--- config.mk ---
export PLATFORM = sky130hd
export DESIGN_NAME = light_select_top_k_core
export DESIGN_NICKNAME = d
export VERILOG_FILES = /design/src/rtl/lst_pkg.sv /design/src/rtl/light_select_top_k_core.sv /design/src/rtl/lst_queue.sv /design/src/rtl/lst_front.sv /design/src/rtl/lst_back.sv
export SDC_FILE = /design/constraint.sdc
export NUM_CORES = 2
export LEC_CHECK = 0
export ABC_AREA = 1
export ABC_CLOCK_PERIOD_IN_PS = 20700
export BUFFER_PORTS_ARGS = -buffer_cell sky130_fd_sc_hd__buf_4
export CAP_MARGIN = 20
export CELL_PAD_IN_SITES_DETAIL_PLACEMENT = 0
export CELL_PAD_IN_SITES_GLOBAL_PLACEMENT = 1
export CORE_ASPECT_RATIO = 1.5
export CORE_MARGIN = 2
export CORE_UTILIZATION = 50
export DETAILED_ROUTE_END_ITERATION = 7
export PLACE_DENSITY_LB_ADDON = 0.08
export RECOVER_POWER = 100
export SLEW_MARGIN = 20
export SYNTH_ARGS = -nofsm -noshare
export SYNTH_HDL_FRONTEND = slang
export SYNTH_HIERARCHICAL = 1
export SYNTH_SLANG_ARGS = --single-unit
--- constraint.sdc ---
create_clock -name clk -period 20.7 [get_ports clk]
set_input_delay 1.035 -clock clk [delete_from_list [all_inputs] [get_ports clk]]
set_output_delay 1.035 -clock clk [all_outputs]
set_load 0.005 [all_outputs]
--- src/rtl/lst_pkg.sv ---
// Shared types and constants for the light selection top-k block.
// Used by every module under rtl/ except lst_queue; depends on nothing.
package lst_pkg;

	localparam int MAX_OUT_DEF     = 4;
	localparam int MAX_SCORED_DEF  = 32;
	localparam int LIGHT_SLOTS_DEF = 256;

	localparam int CFG_IDX_W = 3;
	localparam logic [CFG_IDX_W-1:0] CFG_CENTER_X   = 3'd0;
	localparam logic [CFG_IDX_W-1:0] CFG_CENTER_Y   = 3'd1;
	localparam logic [CFG_IDX_W-1:0] CFG_CENTER_Z   = 3'd2;
	localparam logic [CFG_IDX_W-1:0] CFG_RADIUS     = 3'd3;
	localparam logic [CFG_IDX_W-1:0] CFG_MAX_LIGHTS = 3'd4;

	localparam logic [1:0] TYPE_DIRECTIONAL = 2'd0;
	localparam logic [1:0] TYPE_POINT       = 2'd1;

	typedef enum logic [1:0] {
		KIND_SKIP,
		KIND_DIR,
		KIND_POINT
	} kind_t;

	typedef struct packed {
		kind_t       kind;
		logic [31:0] pos_x;
		logic [31:0] pos_y;
		logic [31:0] pos_z;
		logic [31:0] light_range;
		logic [31:0] inv_range_sq;
		logic [15:0] intensity;
		logic        last_light;
	} item_t;

	// 2^48 - 2^32: largest distSq * inv_range_sq that gives nonzero attenuation
	localparam logic [79:0] ATTEN_LIMIT = 80'h0000_0000_FFFF_0000_0000;
	localparam logic [48:0] DEN_BASE    = 49'h0_0001_0000_0000;
	localparam logic [48:0] REM_INIT    = 49'h0_0000_8000_0000;
	localparam logic [16:0] ATTEN_ONE   = 17'h10000;

endpackage

--- src/rtl/light_select_top_k_core.sv ---
// Top level of the per-object light selection block: config registers,
// front, queue and back. Depends on lst_pkg, lst_front, lst_queue, lst_back.
//
// Lights enter one word per push, numbered from 0 within each set. A
// directional or ignored light needs no arithmetic in the back end; a point
// light uses the shared 32x32 multiplier (squares, cull bound, attenuation
// product, score) and, with positive range, the one-bit-per-cycle
// attenuation divider (17 steps). A two-word queue
// lets the front keep accepting while the back works. After the last light,
// results leave one per cycle while pop is held, through a single output register.
module light_select_top_k_core #(
	parameter int MAX_OUT     = lst_pkg::MAX_OUT_DEF,
	parameter int MAX_SCORED  = lst_pkg::MAX_SCORED_DEF,
	parameter int LIGHT_SLOTS = lst_pkg::LIGHT_SLOTS_DEF
) (
	input  logic                          clk,
	input  logic                          arst_n,
	input  logic                          push,
	output logic                          full,
	input  logic [1:0]                    light_type,
	input  logic signed [31:0]            pos_x,
	input  logic signed [31:0]            pos_y,
	input  logic signed [31:0]            pos_z,
	input  logic signed [31:0]            light_range,
	input  logic [31:0]                   inv_range_sq,
	input  logic [15:0]                   intensity,
	input  logic                          last_light,
	input  logic                          cfg_valid,
	output logic                          cfg_ready,
	input  logic [lst_pkg::CFG_IDX_W-1:0] cfg_index,
	input  logic [31:0]                   cfg_data,
	output logic                          empty,
	input  logic                          pop,
	output logic [7:0]                    light_index,
	output logic [1:0]                    out_slot,
	output logic                          none_selected,
	output logic                          last_result
);

	localparam int IDX_W = $clog2(LIGHT_SLOTS);
	localparam int QW    = IDX_W + $bits(lst_pkg::item_t);

	logic signed [31:0] center_x_q, center_y_q, center_z_q;
	logic [30:0]        radius_q;
	logic [2:0]         max_lights_q;
	logic               q_full, q_empty, q_push, q_pop;
	logic [QW-1:0]      q_wdata, q_rdata;

	assign cfg_ready = 1'b1;

	always_ff @(posedge clk or negedge arst_n) begin
		if (!arst_n) begin
			center_x_q   <= '0;
			center_y_q   <= '0;
			center_z_q   <= '0;
			radius_q     <= '0;
			max_lights_q <= 3'd4;
		end else if (cfg_valid && cfg_ready) begin
			unique case (cfg_index)
				lst_pkg::CFG_CENTER_X:   center_x_q   <= cfg_data;
				lst_pkg::CFG_CENTER_Y:   center_y_q   <= cfg_data;
				lst_pkg::CFG_CENTER_Z:   center_z_q   <= cfg_data;
				lst_pkg::CFG_RADIUS:     radius_q     <= cfg_data[30:0];
				lst_pkg::CFG_MAX_LIGHTS: max_lights_q <= cfg_data[2:0];
				default: ;
			endcase
		end
	end

	lst_front #(.LIGHT_SLOTS(LIGHT_SLOTS), .IDX_W(IDX_W)) u_front (
		.clk(clk), .arst_n(arst_n), .push(push), .full(full),
		.light_type(light_type), .pos_x(pos_x), .pos_y(pos_y), .pos_z(pos_z),
		.light_range(light_range), .inv_range_sq(inv_range_sq),
		.intensity(intensity), .last_light(last_light),
		.q_full(q_full), .q_push(q_push), .q_data(q_wdata)
	);

	lst_queue #(.W(QW)) u_queue (
		.clk(clk), .arst_n(arst_n), .wr(q_push), .wdata(q_wdata), .q_full(q_full),
		.rd(q_pop), .q_empty(q_empty), .rdata(q_rdata)
	);

	lst_back #(.MAX_OUT(MAX_OUT), .MAX_SCORED(MAX_SCORED), .IDX_W(IDX_W)) u_back (
		.clk(clk), .arst_n(arst_n), .q_empty(q_empty), .q_data(q_rdata), .q_pop(q_pop),
		.center_x(center_x_q), .center_y(center_y_q), .center_z(center_z_q),
		.bound_radius(radius_q), .max_lights(max_lights_q),
		.empty(empty), .pop(pop), .light_index(light_index), .out_slot(out_slot),
		.none_selected(none_selected), .last_result(last_result)
	);

endmodule

--- src/rtl/lst_queue.sv ---
// Two-word queue between the front and back parts.
// Payload is an opaque vector; depends on nothing.
module lst_queue #(
	parameter int W = 8
) (
	input  logic         clk,
	input  logic         arst_n,
	input  logic         wr,
	input  logic [W-1:0] wdata,
	output logic         q_full,
	input  logic         rd,
	output logic         q_empty,
	output logic [W-1:0] rdata
);

	logic [W-1:0] mem_q [2];
	logic         wp_q;
	logic         rp_q;
	logic [1:0]   cnt_q;

	assign q_full  = (cnt_q == 2'd2);
	assign q_empty = (cnt_q == 2'd0);
	assign rdata   = mem_q[rp_q];

	always_ff @(posedge clk or negedge arst_n) begin
		if (!arst_n) begin
			wp_q  <= 1'b0;
			rp_q  <= 1'b0;
			cnt_q <= 2'd0;
		end else begin
			if (wr && !q_full) begin
				mem_q[wp_q] <= wdata;
				wp_q        <= ~wp_q;
			end
			if (rd && !q_empty)
				rp_q <= ~rp_q;
			cnt_q <= cnt_q + 2'((wr && !q_full) ? 1 : 0) - 2'((rd && !q_empty) ? 1 : 0);
		end
	end

endmodule

--- src/rtl/lst_front.sv ---
// Front part: accepts lights, numbers them and classifies them.
// Depends on lst_pkg; pushes words into lst_queue.
module lst_front #(
	parameter int LIGHT_SLOTS = lst_pkg::LIGHT_SLOTS_DEF,
	parameter int IDX_W       = $clog2(LIGHT_SLOTS)
) (
	input  logic                                 clk,
	input  logic                                 arst_n,
	input  logic                                 push,
	output logic                                 full,
	input  logic [1:0]                           light_type,
	input  logic signed [31:0]                   pos_x,
	input  logic signed [31:0]                   pos_y,
	input  logic signed [31:0]                   pos_z,
	input  logic signed [31:0]                   light_range,
	input  logic [31:0]                          inv_range_sq,
	input  logic [15:0]                          intensity,
	input  logic                                 last_light,
	input  logic                                 q_full,
	output logic                                 q_push,
	output logic [IDX_W+$bits(lst_pkg::item_t)-1:0] q_data
);

	localparam int PW = $clog2(LIGHT_SLOTS + 1);

	logic [PW-1:0]  pos_q;
	logic           in_range;
	lst_pkg::item_t item;

	assign full     = q_full;
	assign q_push   = push && !q_full;
	assign in_range = (pos_q < PW'(LIGHT_SLOTS));

	always_comb begin
		item.kind = lst_pkg::KIND_SKIP;
		if (in_range && light_type == lst_pkg::TYPE_DIRECTIONAL)
			item.kind = lst_pkg::KIND_DIR;
		else if (in_range && light_type == lst_pkg::TYPE_POINT)
			item.kind = lst_pkg::KIND_POINT;
		item.pos_x        = pos_x;
		item.pos_y        = pos_y;
		item.pos_z        = pos_z;
		item.light_range  = light_range;
		item.inv_range_sq = inv_range_sq;
		item.intensity    = intensity;
		item.last_light   = last_light;
	end

	assign q_data = {pos_q[IDX_W-1:0], item};

	always_ff @(posedge clk or negedge arst_n) begin
		if (!arst_n) begin
			pos_q <= '0;
		end else if (q_push) begin
			if (last_light)
				pos_q <= '0;
			else if (in_range)
				pos_q <= pos_q + PW'(1);
		end
	end

endmodule

--- src/rtl/lst_back.sv ---
// Back part: culls and scores point lights, keeps the lists, emits results.
// Depends on lst_pkg; reads words from lst_queue.
module lst_back #(
	parameter int MAX_OUT    = lst_pkg::MAX_OUT_DEF,
	parameter int MAX_SCORED = lst_pkg::MAX_SCORED_DEF,
	parameter int IDX_W      = 8
) (
	input  logic                                 clk,
	input  logic                                 arst_n,
	input  logic                                 q_empty,
	input  logic [IDX_W+$bits(lst_pkg::item_t)-1:0] q_data,
	output logic                                 q_pop,
	input  logic signed [31:0]                   center_x,
	input  logic signed [31:0]                   center_y,
	input  logic signed [31:0]                   center_z,
	input  logic [30:0]                          bound_radius,
	input  logic [2:0]                           max_lights,
	output logic                                 empty,
	input  logic                                 pop,
	output logic [7:0]                           light_index,
	output logic [1:0]                           out_slot,
	output logic                                 none_selected,
	output logic                                 last_result
);

	localparam int CNT_W = $clog2(MAX_OUT + 1);
	localparam int IW    = (MAX_OUT > 1) ? $clog2(MAX_OUT) : 1;
	localparam int SC_W  = $clog2(MAX_SCORED + 1);
	localparam int IT_W  = $bits(lst_pkg::item_t);

	typedef enum logic [3:0] {
		ST_IDLE, ST_M0, ST_M1, ST_M2, ST_M3, ST_CMP, ST_D0, ST_D1,
		ST_X, ST_DIV, ST_SC, ST_INS, ST_EMIT
	} state_t;

	state_t             state_q;
	lst_pkg::item_t     hd;
	logic [IDX_W-1:0]   hd_idx;

	logic [31:0]        ax_q, ay_q, az_q, md_q, inv_q;
	logic               rpos_q;
	logic [15:0]        inten_q;
	logic [IDX_W-1:0]   idx_q;
	logic               last_q;
	logic [63:0]        prod_q;
	logic [65:0]        acc_q;
	logic [47:0]        dist_q;
	logic [55:0]        lo_q;
	logic [48:0]        den_q;
	logic [48:0]        rem_q;
	logic [16:0]        quo_q;
	logic [4:0]         dcnt_q;
	logic [16:0]        atten_q;

	logic [IDX_W-1:0]   dir_idx_q  [MAX_OUT];
	logic [IDX_W-1:0]   best_idx_q [MAX_OUT];
	logic [32:0]        best_sc_q  [MAX_OUT];
	logic [CNT_W-1:0]   dir_cnt_q;
	logic [CNT_W-1:0]   best_cnt_q;
	logic [SC_W-1:0]    scored_q;
	logic [CNT_W-1:0]   emit_q;

	logic               ov_q;
	logic [IDX_W-1:0]   o_idx_q;
	logic [1:0]         o_slot_q;
	logic               o_none_q;
	logic               o_last_q;

	logic [31:0]        mul_a, mul_b;
	logic [32:0]        dxs, dys, dzs;
	logic [31:0]        ax, ay, az;
	logic [CNT_W-1:0]   lim;
	logic [CNT_W:0]     total;
	logic [CNT_W:0]     sum;
	logic               emit_last;
	logic [IDX_W-1:0]   emit_idx;
	logic [CNT_W-1:0]   bsel;
	logic [CNT_W+1:0]   emit_ext;
	logic               load;
	logic [CNT_W-1:0]   ins_pos;
	logic [32:0]        score;
	logic [79:0]        xprod;
	logic [49:0]        dv_t;
	logic               dv_ge;
	logic [IDX_W+7:0]   idx_ext;
	state_t             after;

	assign hd     = q_data[IT_W-1:0];
	assign hd_idx = q_data[IDX_W+IT_W-1:IT_W];
	assign q_pop  = (state_q == ST_IDLE) && !q_empty;
	assign after  = last_q ? ST_EMIT : ST_IDLE;

	always_comb begin
		dxs = {hd.pos_x[31], hd.pos_x} - {center_x[31], center_x};
		dys = {hd.pos_y[31], hd.pos_y} - {center_y[31], center_y};
		dzs = {hd.pos_z[31], hd.pos_z} - {center_z[31], center_z};
		ax  = dxs[32] ? 32'(-dxs) : dxs[31:0];
		ay  = dys[32] ? 32'(-dys) : dys[31:0];
		az  = dzs[32] ? 32'(-dzs) : dzs[31:0];
	end

	always_comb begin
		mul_a = '0;
		mul_b = '0;
		unique case (state_q)
			ST_M0:   begin mul_a = ax_q; mul_b = ax_q; end
			ST_M1:   begin mul_a = ay_q; mul_b = ay_q; end
			ST_M2:   begin mul_a = az_q; mul_b = az_q; end
			ST_M3:   begin mul_a = md_q; mul_b = md_q; end
			ST_D0:   begin mul_a = {8'd0, dist_q[23:0]}; mul_b = inv_q; end
			ST_D1:   begin mul_a = {8'd0, dist_q[47:24]}; mul_b = inv_q; end
			ST_SC:   begin mul_a = {16'd0, inten_q}; mul_b = {15'd0, atten_q}; end
			default: begin mul_a = '0; mul_b = '0; end
		endcase
	end

	always_comb begin
		xprod = (80'(prod_q) << 24) + 80'(lo_q);
		dv_t  = {rem_q, 1'b0};
		dv_ge = (dv_t >= {1'b0, den_q});
		score = prod_q[32:0];
	end

	always_comb begin
		ins_pos = CNT_W'(MAX_OUT);
		for (int k = MAX_OUT - 1; k >= 0; k--) begin
			if (!(CNT_W'(k) < best_cnt_q && best_sc_q[k] >= score))
				ins_pos = CNT_W'(k);
		end
	end

	always_comb begin
		lim       = (32'(max_lights) > 32'(MAX_OUT)) ? CNT_W'(MAX_OUT) : CNT_W'(max_lights);
		sum       = {1'b0, dir_cnt_q} + {1'b0, best_cnt_q};
		total     = (sum > {1'b0, lim}) ? {1'b0, lim} : sum;
		emit_last = ({1'b0, emit_q} + (CNT_W+1)'(1) == total);
		bsel      = emit_q - dir_cnt_q;
		emit_idx  = (emit_q < dir_cnt_q) ? dir_idx_q[emit_q[IW-1:0]] : best_idx_q[bsel[IW-1:0]];
		emit_ext  = {2'b00, emit_q};
		load      = (state_q == ST_EMIT) && (!ov_q || pop);
	end

	always_ff @(posedge clk or negedge arst_n) begin
		if (!arst_n)
			ov_q <= 1'b0;
		else if (load)
			ov_q <= 1'b1;
		else if (pop)
			ov_q <= 1'b0;
	end

	always_ff @(posedge clk or negedge arst_n) begin
		if (!arst_n) begin
			state_q    <= ST_IDLE;
			dir_cnt_q  <= '0;
			best_cnt_q <= '0;
			scored_q   <= '0;
			emit_q     <= '0;
		end else begin
			prod_q <= 64'(mul_a) * 64'(mul_b);
			unique case (state_q)
				ST_IDLE: begin
					if (!q_empty) begin
						ax_q    <= ax;
						ay_q    <= ay;
						az_q    <= az;
						md_q    <= hd.light_range + {1'b0, bound_radius};
						rpos_q  <= !hd.light_range[31] && (hd.light_range != '0);
						inv_q   <= hd.inv_range_sq;
						inten_q <= hd.intensity;
						idx_q   <= hd_idx;
						last_q  <= hd.last_light;
						emit_q  <= '0;
						if (hd.kind == lst_pkg::KIND_DIR && dir_cnt_q < lim) begin
							dir_idx_q[dir_cnt_q[IW-1:0]] <= hd_idx;
							dir_cnt_q <= dir_cnt_q + CNT_W'(1);
						end
						if (hd.kind == lst_pkg::KIND_POINT)
							state_q <= ST_M0;
						else if (hd.last_light)
							state_q <= ST_EMIT;
					end
				end
				ST_M0: state_q <= ST_M1;
				ST_M1: begin
					acc_q   <= 66'(prod_q);
					state_q <= ST_M2;
				end
				ST_M2: begin
					acc_q   <= acc_q + 66'(prod_q);
					state_q <= ST_M3;
				end
				ST_M3: begin
					acc_q   <= acc_q + 66'(prod_q);
					state_q <= ST_CMP;
				end
				ST_CMP: begin
					if (rpos_q && acc_q > 66'(prod_q)) begin
						state_q <= after;
					end else if (scored_q >= SC_W'(MAX_SCORED)) begin
						state_q <= after;
					end else begin
						scored_q <= scored_q + SC_W'(1);
						dist_q   <= (acc_q[65:64] != 2'b00) ? '1 : acc_q[63:16];
						atten_q  <= lst_pkg::ATTEN_ONE;
						state_q  <= rpos_q ? ST_D0 : ST_SC;
					end
				end
				ST_D0: state_q <= ST_D1;
				ST_D1: begin
					lo_q    <= prod_q[55:0];
					state_q <= ST_X;
				end
				ST_X: begin
					if (xprod > lst_pkg::ATTEN_LIMIT) begin
						atten_q <= '0;
						state_q <= ST_SC;
					end else begin
						den_q   <= lst_pkg::DEN_BASE + xprod[48:0];
						rem_q   <= lst_pkg::REM_INIT;
						quo_q   <= '0;
						dcnt_q  <= 5'd16;
						state_q <= ST_DIV;
					end
				end
				ST_DIV: begin
					rem_q  <= dv_ge ? 49'(dv_t - {1'b0, den_q}) : dv_t[48:0];
					quo_q  <= {quo_q[15:0], dv_ge};
					dcnt_q <= dcnt_q - 5'd1;
					if (dcnt_q == 5'd0) begin
						atten_q <= {quo_q[15:0], dv_ge};
						state_q <= ST_SC;
					end
				end
				ST_SC: state_q <= ST_INS;
				ST_INS: begin
					if (ins_pos < CNT_W'(MAX_OUT)) begin
						for (int k = MAX_OUT - 1; k >= 0; k--) begin
							if (CNT_W'(k) == ins_pos) begin
								best_idx_q[k] <= idx_q;
								best_sc_q[k]  <= score;
							end else if (k > 0 && CNT_W'(k) > ins_pos) begin
								best_idx_q[k] <= best_idx_q[k-1];
								best_sc_q[k]  <= best_sc_q[k-1];
							end
						end
						if (best_cnt_q < CNT_W'(MAX_OUT))
							best_cnt_q <= best_cnt_q + CNT_W'(1);
					end
					state_q <= after;
				end
				ST_EMIT: begin
					if (load) begin
						if (total == '0) begin
							o_idx_q  <= '0;
							o_slot_q <= 2'd0;
							o_none_q <= 1'b1;
							o_last_q <= 1'b1;
						end else begin
							o_idx_q  <= emit_idx;
							o_slot_q <= emit_ext[1:0];
							o_none_q <= 1'b0;
							o_last_q <= emit_last;
							emit_q   <= emit_q + CNT_W'(1);
						end
						if (total == '0 || emit_last) begin
							dir_cnt_q  <= '0;
							best_cnt_q <= '0;
							scored_q   <= '0;
							state_q    <= ST_IDLE;
						end
					end
				end
				default: state_q <= ST_IDLE;
			endcase
		end
	end

	assign idx_ext       = {8'd0, o_idx_q};
	assign empty         = !ov_q;
	assign light_index   = idx_ext[7:0];
	assign out_slot      = o_slot_q;
	assign none_selected = o_none_q;
	assign last_result   = o_last_q;

`ifndef SYNTHESIS
	a_best_cnt: assert property (@(posedge clk) disable iff (!arst_n)
		best_cnt_q <= CNT_W'(MAX_OUT)) else $error("best list overfilled");
	a_scored: assert property (@(posedge clk) disable iff (!arst_n)
		scored_q <= SC_W'(MAX_SCORED)) else $error("scored count overran");
	a_none_last: assert property (@(posedge clk) disable iff (!arst_n)
		ov_q && o_none_q |-> o_last_q) else $error("none result not final");
	a_div_exit: assert property (@(posedge clk) disable iff (!arst_n)
		state_q == ST_DIV |=> state_q == ST_DIV || state_q == ST_SC)
		else $error("divider left early");
`endif

endmodule

==> summary.md <==
| Metric | Value |
|---|---|
| Grt ovf | 0 |
| Setup TNS | 0 ps |
| Initial DRT Pass Iterations | 6 |
| Post-synthesis cell count | about 14000 |
| HPWL after DPL | about 340000 um |
| Largest net degree at the start of global routing | 110 |
| FF-to-FF Start | u_back/state_q[2] |
| IO buf count | 232 |
| Commonest cells after routing, fill and taps aside | nand2_1 (3651), inv_1 (2545), edfxtp_1 (1138) |
| TritonCTS buffer count | between 100 and 150 |
| Top cell by count, worst path | clkbuf_1 |
| Area of the multi-input gates | roughly 62000 sq um |
| Register area | 38300 sq um |
| Placed Instances | 16402 |
| Starting Density | 0.504 |
| Hold EP | u_queue/mem_q[0][9] |
| Hold Startpoint | intensity[8] |
| Die Y | 587 um |
| Slew HR | -2.29 |
| Clock skew | roughly 70 ps |
| DR vias | 92285 |
| Root Buffer | clkbuf_16 |
| Yosys warning total | 6 |
| CTS Hold Bufs | 0 |
| Max Slew Vio Count | approximately 2300 |
| Yosys cell types | 72 |
| Syn_nets | around 15000 |
| Failing checks | capacitance limit, slew limit |
| Post-CTS Resized | 0 |
| Arr. time, crit path | approximately 13000 ps |
| Final std cells w/o fill | 16659 |
| Max Fclk | 0.0797 GHz |
| CP cell instances | clkbuf_1 > inv_1 > nor2_1 > clkbuf_1 > clkbuf_1 > clkbuf_1 |
| All-Layer GR Usage | 0.363 |
| # fillers | ~21000 |
| Final Cycle Share | 0.606 |
| Clock sink count | approximately 1300 |
| Worst skew pair latency | 820 ps |
| Postcts setup bufs | 0 |
| Die W | between 300 and 400 um |
| Final Setup Violations | 0 |
| Crit path max-delay family | buffers and inverters |
| Most common cell after layout, fill and taps aside | nand2_1 |
| Synth area leaders | edfxtp_1 (30%), fa_1 (16%), nand2_1 (12%) |
| Status | complete, but fails checks |
| Yosys top cell by area | edfxtp_1 |
| Worst min-delay path class | in -> reg |
| Clock period minus worst slack | ~13000 ps |
| EDFF count, synth | about 1100 |
| Clk buf depth | 4 |
| Fin. Hold Viols | 0 |
| Rows | between 200 and 250 |
| IO Pins | 234 |
| First-pass GRT wire length | 608000 um |
| Final Core Density | 0.536 |
| Worst setup path class | in -> reg |
| Worst EP required | approximately 21000 ps |
| Drt via density | about 5.5 |
| R2R depth | 37 |
| RR Endpoint | u_back/prod_q[54] |
| Critical Path End Type | flop |
| Syn_area_per_cell | around 8.3 sq um |
| Post-DRT Antenna Nets | 0 |
| Worst-path clk slew | roughly 70 ps |
| CTS tree | done |
| CTS H-tree depth | 4 |
| Worst hold stages | 1 |
| Core area | about 220000 sq um |
| Slew @ Worst Pin | between 4000 and 5000 ps |
| Buf/Inv on CP | 5 |
| Routed WL | 420000 um |
| Critical path's largest stage delay | ~2700 ps |
| Max FO, Critical Path | between 60 and 70 |
| DIE AREA | ~230000 sq um |
| Yosys top cell area share | 0.302 |
| Seq/Total Area, Yosys | 0.338 |
| Netlist Area Pre-Place | 113000 sq um |
| DRT iter0 DRCs | about 6900 |
| Share of cells above drive strength 1 | 0.0444 |
| Number of max-cap violations | 45 |
| Initial antenna violation count | 18 |
| Main synth FF type | edfxtp_1 |
| Fraction of registers with async set/reset | 0.125 |
| Area grow syn2layout | 6.54% |
| R2r setup slk | 8360 ps |
| RePlAce Congestion | approximately 1.0 |
| Drt drc | 0 |
| RSZ-0062 raised after global routing | false |
| #FFs+latches synth | between 1000 and 1500 |
| Crit start category | primary input |
| WL per Instance | between 20 and 30 um |
| Nets@finish | between 15000 and 20000 |
| Vias in the first global route | approximately 94000 |
| Slowest CP cell | clkbuf_1 |
==> logic make-up (layout without fill, tap and decap cells) <==
logic type | count (synthesis) | after routing | synth area share
xor gates and xnor gates | 327 | 327 | 0.0262
adders and majority gates | 1662 | 1662 | 0.244
buffers and inverters | 3105 | 3186 | 0.113
and+or+nand+nor | 5758 | 5758 | 0.209
AOI/OAI and AO/OA | 1403 | 1403 | 0.0702
DFF | 1301 | 1301 | 0.338
other | 1 | 12 | 0.0000332
==> layer usage <==
layer,vias up,part of all wire,GRT usage,routed length [um]
li1,42540,-,-,-
met4,12,0.10,0.297,43100
met5,-,0.00021,0,87
met3,1337,0.056,0.0471,23400
met1,44786,0.34,0.383,142000
met2,3610,0.50,0.642,211000
==> flip-flops by register name, summed over array words and instances (netlist names), 9 cells and up <==
name / flops
u_queue/mem_q: 374
u_back/best_sc_q: 132
u_back/acc_q: 66
u_back/prod_q: 64
u_back/lo_q: 56
u_back/den_q: 49
u_back/rem_q: 49
u_back/dist_q: 48
center_x_q: 32
center_y_q: 32
center_z_q: 32
u_back/ax_q: 32
u_back/ay_q: 32
u_back/az_q: 32
u_back/best_idx_q: 32
u_back/dir_idx_q: 32
u_back/inv_q: 32
u_back/md_q: 32
radius_q: 31
u_back/atten_q: 17
u_back/inten_q: 16
u_back/quo_q: 16
u_front/pos_q: 9
==> stage by stage <==
step | instance area, sq um | setup WS (ps) | hold WS, ps
final | 121000 | 8160 | 413
after global routing | 120000 | 6900 | 386
after CTS | 121000 | 10470 | 107
after detailed placement | 117000 | 10570 | 433
after global placement | 117000 | 10600 | 428
after floorplan | 113000 | 9760 | 427
==> how the worst max path moves through the flow <==
stage	slack (ps)	endpoint	startpoint	cells after the start
6_report	8160	u_back/ay_q[29]	arst_n	6
5_1_grt	6900	u_back/ay_q[29]	arst_n	6
4_1_cts	10470	u_back/prod_q[63]	u_back/state_q[2]	36
3_5_place_dp	10570	u_back/prod_q[63]	u_back/state_q[2]	36
3_3_place_gp	10600	u_back/prod_q[63]	u_back/state_q[2]	36
2_1_floorplan	9760	u_back/dir_idx_q[0][0]	arst_n	4
==> synthesized netlist by cell type, types with 9 or more instances <==
| master | count |
|---|---|
| nand3_2 | 12 |
| o21ai_1 | 9 |
| ha_1 | 758 |
| xor2_1 | 201 |
| buf_6 | 13 |
| a221oi_1 | 25 |
| buf_2 | 149 |
| nand2_1 | 3647 |
| nor4_1 | 45 |
| nand3_1 | 511 |
| o211ai_1 | 29 |
| clkinv_1 | 17 |
| fa_1 | 904 |
| dfrtp_1 | 162 |
| a31oi_1 | 60 |
| or2_2 | 72 |
| xnor2_1 | 114 |
| a21oi_1 | 589 |
| nor2_2 | 21 |
| edfxtp_1 | 1138 |
| nor3_1 | 107 |
| nand4_1 | 169 |
| a22o_1 | 35 |
| o21bai_1 | 36 |
| clkbuf_1 | 138 |
| a21o_1 | 40 |
| inv_1 | 2550 |
| inv_2 | 15 |
| nor2_1 | 1086 |
| and3_1 | 13 |
| o21ai_0 | 466 |
| o21a_1 | 35 |
| buf_4 | 215 |
| nand2_2 | 13 |
| nand3b_1 | 23 |
| a21boi_0 | 19 |
==> layout make-up <==
| cell class | instances | share of cell area |
|---|---|---|
| diodes | 11 | 0.000228 |
| clock buffers | 172 | 0.0317 |
| clock inverters | 74 | 0.00598 |
| inverters | 2583 | 0.0805 |
| multi-input cells | 9151 | 0.515 |
| flip-flops and latches | 1301 | 0.317 |
| well taps | 3010 | 0.0312 |
| repair buffers | 357 | 0.0177 |
Power is not shown: default switching activity piles up to over one toggle a cycle in this logic, so the estimate is an artifact.
